$ cat config.mk
export PLATFORM = sky130hd
export DESIGN_NAME = debounced_flight_phase_sequencer
export DESIGN_NICKNAME = d
export VERILOG_FILES = /design/src/sv/dfps_pkg.sv /design/src/sv/dfps_cfg_regs.sv /design/src/sv/dfps_phase_core.sv /design/src/sv/debounced_flight_phase_sequencer.sv
export SDC_FILE = /design/constraint.sdc
export NUM_CORES = 1
export LEC_CHECK = 0
export ABC_AREA = 1
export BUFFER_PORTS_ARGS = -buffer_cell sky130_fd_sc_hd__buf_2
export CORE_MARGIN = 8
export CORE_UTILIZATION = 36
export DETAILED_ROUTE_END_ITERATION = 10
export GPL_ROUTABILITY_DRIVEN = 0
export GPL_TIMING_DRIVEN = 0
export PLACE_DENSITY_LB_ADDON = 0.1
export SYNTH_ARGS = -nofsm -noshare
export SYNTH_HDL_FRONTEND = slang
export SYNTH_SLANG_ARGS = --single-unit
$ cat constraint.sdc
create_clock -name i_clk -period 6.23 [get_ports i_clk]
set_clock_uncertainty 0.1 [all_clocks]
set_input_delay 0.9345 -clock i_clk [delete_from_list [all_inputs] [get_ports i_clk]]
set_output_delay 0.9345 -clock i_clk [all_outputs]
set_load 0.02 [all_outputs]
$ cat src/sv/dfps_pkg.sv
// ----------------------------------------------------------------------------
// dfps_pkg
// Shared types and constants of the debounced flight phase sequencer.
// ----------------------------------------------------------------------------
package dfps_pkg;

    // Field widths
    localparam int unsigned TimeW   = 32;
    localparam int unsigned AccelW  = 16;
    localparam int unsigned LightW  = 10;
    localparam int unsigned AltW    = 18;
    localparam int unsigned PhaseW  = 3;

    // Stream and configuration port widths
    localparam int unsigned InDataW  = 80;
    localparam int unsigned OutDataW = 8;
    localparam int unsigned CfgIdxW  = 3;
    localparam int unsigned CfgDataW = 18;

    // Debounce times in milliseconds
    localparam logic [TimeW-1:0] LaunchHoldMs    = 32'd100;
    localparam logic [TimeW-1:0] ApogeeHoldMs    = 32'd2000;
    localparam logic [TimeW-1:0] DisreefHoldMs   = 32'd1000;
    localparam logic [TimeW-1:0] TouchdownHoldMs = 32'd1000;

    // Flight phase codes
    typedef enum logic [PhaseW-1:0] {
        PH_PAD    = 3'd0,
        PH_ASCENT = 3'd1,
        PH_REEFED = 3'd2,
        PH_MAIN   = 3'd3,
        PH_DOWN   = 3'd4
    } t_phase;

    // Configuration register indexes
    typedef enum logic [CfgIdxW-1:0] {
        CFG_LAUNCH_ACCEL = 3'd0,
        CFG_APOGEE_LIGHT = 3'd1,
        CFG_DISREEF_ALT  = 3'd2,
        CFG_GROUND_ALT   = 3'd3,
        CFG_TD_BAND      = 3'd4
    } t_cfg_idx;

    // Configuration register set
    typedef struct packed {
        logic signed [AccelW-1:0] launch_accel_threshold;
        logic        [LightW-1:0] apogee_light_threshold;
        logic signed [AltW-1:0]   disreef_altitude;
        logic signed [AltW-1:0]   ground_altitude;
        logic        [AltW-1:0]   touchdown_band;
    } t_cfg;

    // One sensor sample
    typedef struct packed {
        logic signed [AltW-1:0]   altitude;
        logic        [LightW-1:0] light_level;
        logic signed [AccelW-1:0] accel;
        logic        [TimeW-1:0]  time_ms;
    } t_sample;

    // One result
    typedef struct packed {
        logic              pyro_fire;
        logic              launch_pulse;
        logic              in_flight;
        logic [PhaseW-1:0] phase;
    } t_result;

endpackage

$ cat src/sv/dfps_cfg_regs.sv
// ----------------------------------------------------------------------------
// dfps_cfg_regs
// Threshold registers written through the plain configuration port.
// ----------------------------------------------------------------------------
module dfps_cfg_regs (
    input  logic                          i_clk,
    input  logic                          i_rst_n,
    input  logic                          i_cfg_we,
    input  logic [dfps_pkg::CfgIdxW-1:0]  i_cfg_index,
    input  logic [dfps_pkg::CfgDataW-1:0] i_cfg_data,
    output dfps_pkg::t_cfg                o_cfg
);
    import dfps_pkg::*;

    t_cfg r_cfg;

    // Load the addressed register; indexes past the list are dropped
    always_ff @(posedge i_clk) begin
        if (!i_rst_n) begin
            r_cfg.launch_accel_threshold <= 16'sd2000;
            r_cfg.apogee_light_threshold <= 10'd512;
            r_cfg.disreef_altitude       <= 18'sd1500;
            r_cfg.ground_altitude        <= 18'sd0;
            r_cfg.touchdown_band         <= 18'd20;
        end else if (i_cfg_we) begin
            unique case (i_cfg_index)
                CFG_LAUNCH_ACCEL: r_cfg.launch_accel_threshold <= i_cfg_data[AccelW-1:0];
                CFG_APOGEE_LIGHT: r_cfg.apogee_light_threshold <= i_cfg_data[LightW-1:0];
                CFG_DISREEF_ALT:  r_cfg.disreef_altitude       <= i_cfg_data[AltW-1:0];
                CFG_GROUND_ALT:   r_cfg.ground_altitude        <= i_cfg_data[AltW-1:0];
                CFG_TD_BAND:      r_cfg.touchdown_band         <= i_cfg_data[AltW-1:0];
                default: ;
            endcase
        end
    end

    assign o_cfg = r_cfg;

endmodule

$ cat src/sv/dfps_phase_core.sv
// ----------------------------------------------------------------------------
// dfps_phase_core
// Phase state, debounce timer and the per-sample transition logic.
// ----------------------------------------------------------------------------
module dfps_phase_core (
    input  logic              i_clk,
    input  logic              i_rst_n,
    input  logic              i_advance,
    input  dfps_pkg::t_sample i_sample,
    input  dfps_pkg::t_cfg    i_cfg,
    output dfps_pkg::t_result o_result,
    output dfps_pkg::t_phase  o_phase
);
    import dfps_pkg::*;

    t_phase            r_phase, n_phase;
    logic              r_qual, n_qual;
    logic [TimeW-1:0]  r_start, n_start;

    logic              cond;
    logic [TimeW-1:0]  hold;
    logic              active;
    logic              met;
    logic [TimeW-1:0]  elapsed;
    logic signed [AltW:0] alt_diff;
    logic [AltW:0]     alt_mag;
    logic              launch;
    logic              pyro;

    // Distance from ground, one bit wider so it never wraps
    assign alt_diff = {i_sample.altitude[AltW-1], i_sample.altitude}
                    - {i_cfg.ground_altitude[AltW-1], i_cfg.ground_altitude};
    assign alt_mag  = alt_diff[AltW] ? (~alt_diff + 1'b1) : alt_diff;
    assign elapsed  = i_sample.time_ms - r_start;

    // Pick the condition and debounce time of the current phase
    always_comb begin
        cond   = 1'b0;
        hold   = LaunchHoldMs;
        active = 1'b1;
        unique case (r_phase)
            PH_PAD: begin
                cond = i_sample.accel > i_cfg.launch_accel_threshold;
                hold = LaunchHoldMs;
            end
            PH_ASCENT: begin
                cond = i_sample.light_level > i_cfg.apogee_light_threshold;
                hold = ApogeeHoldMs;
            end
            PH_REEFED: begin
                cond = i_sample.altitude < i_cfg.disreef_altitude;
                hold = DisreefHoldMs;
            end
            PH_MAIN: begin
                cond = alt_mag <= {1'b0, i_cfg.touchdown_band};
                hold = TouchdownHoldMs;
            end
            default: active = 1'b0;
        endcase
    end

    // Debounce: first true sample starts the timer, false clears it
    always_comb begin
        n_qual  = r_qual;
        n_start = r_start;
        met     = 1'b0;
        if (active) begin
            if (!cond) begin
                n_qual = 1'b0;
            end else if (!r_qual) begin
                n_qual  = 1'b1;
                n_start = i_sample.time_ms;
            end else if (elapsed >= hold) begin
                n_qual = 1'b0;
                met    = 1'b1;
            end
        end
    end

    // Advance the phase when the debounce is met
    always_comb begin
        n_phase = r_phase;
        launch  = 1'b0;
        pyro    = 1'b0;
        if (met) begin
            unique case (r_phase)
                PH_PAD: begin
                    n_phase = PH_ASCENT;
                    launch  = 1'b1;
                end
                PH_ASCENT: n_phase = PH_REEFED;
                PH_REEFED: begin
                    n_phase = PH_MAIN;
                    pyro    = 1'b1;
                end
                PH_MAIN: n_phase = PH_DOWN;
                default: n_phase = r_phase;
            endcase
        end
    end

    // Hold state between samples
    always_ff @(posedge i_clk) begin
        if (!i_rst_n) begin
            r_phase <= PH_PAD;
            r_qual  <= 1'b0;
            r_start <= '0;
        end else if (i_advance) begin
            r_phase <= n_phase;
            r_qual  <= n_qual;
            r_start <= n_start;
        end
    end

    assign o_result.phase        = n_phase;
    assign o_result.in_flight    = (n_phase == PH_ASCENT) || (n_phase == PH_REEFED)
                                || (n_phase == PH_MAIN);
    assign o_result.launch_pulse = launch;
    assign o_result.pyro_fire    = pyro;
    assign o_phase               = r_phase;

endmodule

$ cat src/sv/debounced_flight_phase_sequencer.sv
// ----------------------------------------------------------------------------
// debounced_flight_phase_sequencer
// A sample transaction passes through the input register, then the result
// register. Throughput: one sample per cycle while m_axis_tready is high, set by the single
// compare-and-subtract pass between the two registers; back-pressure stalls it.
// Reset (synchronous, active low): pad idle, timer cleared, thresholds at
// their defaults, both stream registers empty.
// ----------------------------------------------------------------------------
module debounced_flight_phase_sequencer (
    input  logic                          i_clk,
    input  logic                          i_rst_n,
    // time_ms[31:0], accel[47:32], light_level[57:48], altitude[75:58], zero pad
    input  logic [dfps_pkg::InDataW-1:0]  s_axis_tdata,
    input  logic                          s_axis_tvalid,
    output logic                          s_axis_tready,
    // phase[2:0], in_flight[3], launch_pulse[4], pyro_fire[5], zero pad
    output logic [dfps_pkg::OutDataW-1:0] m_axis_tdata,
    output logic                          m_axis_tvalid,
    input  logic                          m_axis_tready,
    input  logic                          i_cfg_we,
    input  logic [dfps_pkg::CfgIdxW-1:0]  i_cfg_index,
    input  logic [dfps_pkg::CfgDataW-1:0] i_cfg_data
);
    import dfps_pkg::*;

    t_cfg    cfg;
    t_sample r_in;
    logic    r_in_valid;
    t_result r_out;
    logic    r_out_valid;
    t_result result;
    t_phase  phase;
    logic    advance;

    dfps_cfg_regs u_cfg (
        .i_clk       (i_clk),
        .i_rst_n     (i_rst_n),
        .i_cfg_we    (i_cfg_we),
        .i_cfg_index (i_cfg_index),
        .i_cfg_data  (i_cfg_data),
        .o_cfg       (cfg)
    );

    dfps_phase_core u_core (
        .i_clk     (i_clk),
        .i_rst_n   (i_rst_n),
        .i_advance (advance),
        .i_sample  (r_in),
        .i_cfg     (cfg),
        .o_result  (result),
        .o_phase   (phase)
    );

    // Move a sample on when the result register is free or draining
    assign advance       = r_in_valid && (!r_out_valid || m_axis_tready);
    assign s_axis_tready = !r_in_valid || advance;

    // Input register
    always_ff @(posedge i_clk) begin
        if (!i_rst_n) begin
            r_in_valid <= 1'b0;
        end else if (s_axis_tvalid && s_axis_tready) begin
            r_in_valid <= 1'b1;
        end else if (advance) begin
            r_in_valid <= 1'b0;
        end
    end

    always_ff @(posedge i_clk) begin
        if (s_axis_tvalid && s_axis_tready) begin
            r_in <= s_axis_tdata[TimeW+AccelW+LightW+AltW-1:0];
        end
    end

    // Result register
    always_ff @(posedge i_clk) begin
        if (!i_rst_n) begin
            r_out_valid <= 1'b0;
        end else if (advance) begin
            r_out_valid <= 1'b1;
        end else if (m_axis_tready) begin
            r_out_valid <= 1'b0;
        end
    end

    always_ff @(posedge i_clk) begin
        if (advance) begin
            r_out <= result;
        end
    end

    assign m_axis_tvalid = r_out_valid;
    assign m_axis_tdata  = {2'b00, r_out};

    // Checks
    a_launch_phase : assert property (@(posedge i_clk) disable iff (!i_rst_n)
        (r_out_valid && r_out.launch_pulse) |-> (r_out.phase == PH_ASCENT))
        else $error("launch pulse outside the ascent move");

    a_pyro_phase : assert property (@(posedge i_clk) disable iff (!i_rst_n)
        (r_out_valid && r_out.pyro_fire) |-> (r_out.phase == PH_MAIN && !r_out.launch_pulse))
        else $error("pyro fire outside the disreef move");

    a_in_flight : assert property (@(posedge i_clk) disable iff (!i_rst_n)
        r_out_valid |-> (r_out.in_flight == ((r_out.phase == PH_ASCENT)
            || (r_out.phase == PH_REEFED) || (r_out.phase == PH_MAIN))))
        else $error("in_flight disagrees with phase");

    a_touchdown_final : assert property (@(posedge i_clk) disable iff (!i_rst_n)
        (phase == PH_DOWN) |=> (phase == PH_DOWN))
        else $error("left touchdown");

endmodule

==> out/results.tsv <==
metric	value	unit
status	completed	
syn_inst	1731	
hold_path_depth	2	
setup.worst_path.end_class	flop	
htreeDepth	4	
p_per_area	245	nW/µm²
critPathMaxFanout	6	
ys.flop_type	dfxtp_1	
swShare	0.341	
maxCapViolations	0	
grt_pass1_vias	10800	
numCtsBuffers	17	
numPortBuffers	108	
synth_edf_count	82	
core_region_area	35400	µm²
syn_area	12900	µm²
power.share.clock	0.319	
drt_wl_total	34.7	mm
ff2ff_setup_slack	1090	ps
grt_max_degree	60	
power_frac_comb	0.273	
ys_warn_count	0	
die_h	205	µm
yosys-top-cells-area	edfxtp_1, dfxtp_1, nand2_1, ha_1, inv_1	
arrival	5250	ps
syn_avg_cell_area	7.45	µm²
crit_type	flop to flop	
worstReg2RegEnd	m_axis_tdata[3]	
dieArea	42100	µm²
wl_per_cell	14.9	µm
drtIter0Drc	647	
hp-start	u_cfg.o_cfg[18]	
synth.most_common_cell	nand2_1	
antenna_cells	0	
max_freq	0.195	GHz
nNetsFinal	2087	
fin_crit	5140	ps
slew_viol_final	0	
grt_util_all_layers	0.168	
final-setup-viol-count	0	
slew_headroom	0.490	
hold_path_end	u_cfg.o_cfg[18]	
place_area	14000	µm²
max_slew.worst_pin.slew	759	ps
hold_viol_final	0	
cts.sinks	200	
cpMaxStageDelayCell	fa_1	
io_pins	116	
cts_resized	0	
start_kind	flop	
post-route-drc-count	0	
seqPwrFrac	0.409	
async_flop_share	0	
yosysSeqAreaShare	0.374	
postCtsSetupBuffers	0	
critical_path_buf_inv_count	5	
irDropWorstVdd	213	µV
p_sw	0.00122	W
worstHoldPathType	flop to flop	
vias_per_cell	4.77	
drtPass1Iterations	7	
start_util	0.364	
cpLargestDelayFamily	simple AND/OR/NAND/NOR gates	
ant_nets	0	
stdcell_area	14600	µm²
final_layout_size_suffix_gt1_frac	0.115	
p_int	0.00237	W
cts_tree	yes	
crit_required	6340	ps
grt.overflow.total	0	
crit_path_frequent_cell	nand2_1	
yosysTopAreaCell	edfxtp_1	
clkTransAtPathRegs	80	ps
grt_antenna_before_repair	2	
utilization	0.414	
insertion_delay	460	ps
reg2reg_depth	34	
hold_buffers	0	
fin_crit_sh	0.825	
ys_types	49	
ys_seq_elements	200	
synth_common_cells	nand2_1, inv_1, a21oi_1	
cts-root-buf	clkbuf_16	
r2r-start	r_in[58]	
dp_hpwl	28.5	mm
p_leak	6.95	nW
rows	69	
finalPower	0.00359	W
clockBufferDepth	2	
rsz0062_at_grt	no	
vias	11100	
synth_top_area_frac	0.191	
slowest_delay	490	ps
die_x	205	µm
grt_pass1_wl	56.3	mm
area_delta_synth_final	13.6	%
tns	0	ps
routing by layer:
metal  global-route usage  vias to the layer above  part of all wire
met5                    0                        -                 0
met4               0.0505                        0             0.019
met3               0.0224                       39             0.037
met2                0.274                      210              0.45
met1                0.229                     5029              0.49
li1                     -                     5854                 -
power groups by stage:
stage          logic [W]  registers, W  clock network [W]
6_report        0.000978       0.00147            0.00114
4_1_cts         0.000988       0.00147            0.00118
3_3_place_gp    0.000967       0.00150                  0
2_1_floorplan   0.000718       0.00149                  0
5_1_grt          0.00113       0.00148            0.00123
3_5_place_dp    0.000983       0.00150                  0
kinds of logic (layout without fill, tap and decap cells):
family                   count (synthesis)  count (layout)  synth area share
AND/OR/NAND/NOR                        697             697             0.233
buffers and inverters                  370             511             0.115
AO/OA/AOI/OAI                          312             312             0.138
flip-flops                             200             200             0.374
adder cells (fa/ha/maj)                121             121             0.119
XOR/XNOR                                29              29            0.0203
other                                    1               2          0.000291
multiplexers                             1               1          0.000776
cell usage in the layout, fill, tap and decap left out, drive strengths merged, types with 4 or more instances in the layout:
cell type	netlist	routed
and2	8	8
clkbuf	26	43
xor2	26	26
nand3	87	87
nor2	121	121
buf	6	115
nor3	15	15
edfxtp	82	82
o21ai	120	120
a21o	5	5
inv	337	343
nand3b	4	4
dfxtp	118	118
o211ai	18	18
nand4	33	33
nand2	423	423
a21oi	152	152
clkinv	1	8
ha	119	119
metrics by stage:
stage	setup WS (ps)	hold WS, ps	instances
global placement	1180	347	2301
finish	1090	359	2334
detailed placement	1200	349	2302
global route	693	373	2334
CTS	1180	360	2334
floorplan	1930	328	1732
area by class of cell:
type | instances | area [µm²]
clock buffers | 17 | 425
plain buffers | 32 | 210
well taps | 461 | 577
clock inverters | 15 | 180
inverters | 338 | 1270
repair buffers | 109 | 568
multi-input cells | 1162 | 6590
flip-flops and latches | 200 | 4820
fillers | 3794 | 20700
sequential cells by signal, summed over array words and instances, names as in the netlist:
name and flops:
u_cfg.o_cfg 80, u_core.r_qual 1, u_core.o_phase 3, m_axis_tvalid 1, r_in 76, u_core.r_start 32
m_axis_tdata 6, r_in_valid 1
worst reg2reg max path, delay by kind of cell, from the launching register on:
family | cells | cell delay (ps)
buf+inv | 5 | 390
fa+ha+maj | 3 | 930
compound gates | 4 | 820
simple gates | 20 | 1870
xor+xnor | 2 | 450
flops | 1 | 360
worst max-delay path by stage:
stage | start | endpoint | slack, ps | cells after the start
2_1_floorplan | r_in[58] | m_axis_tdata[3] | 1930 | 34
3_3_place_gp | r_in[58] | m_axis_tdata[3] | 1180 | 34
3_5_place_dp | r_in[58] | m_axis_tdata[3] | 1200 | 34
4_1_cts | r_in[58] | m_axis_tdata[3] | 1180 | 34
5_1_grt | r_in[58] | m_axis_tdata[3] | 690 | 31
6_report | r_in[58] | m_axis_tdata[3] | 1090 | 34
No activity file was read; power rests on OpenSTA's default activity.
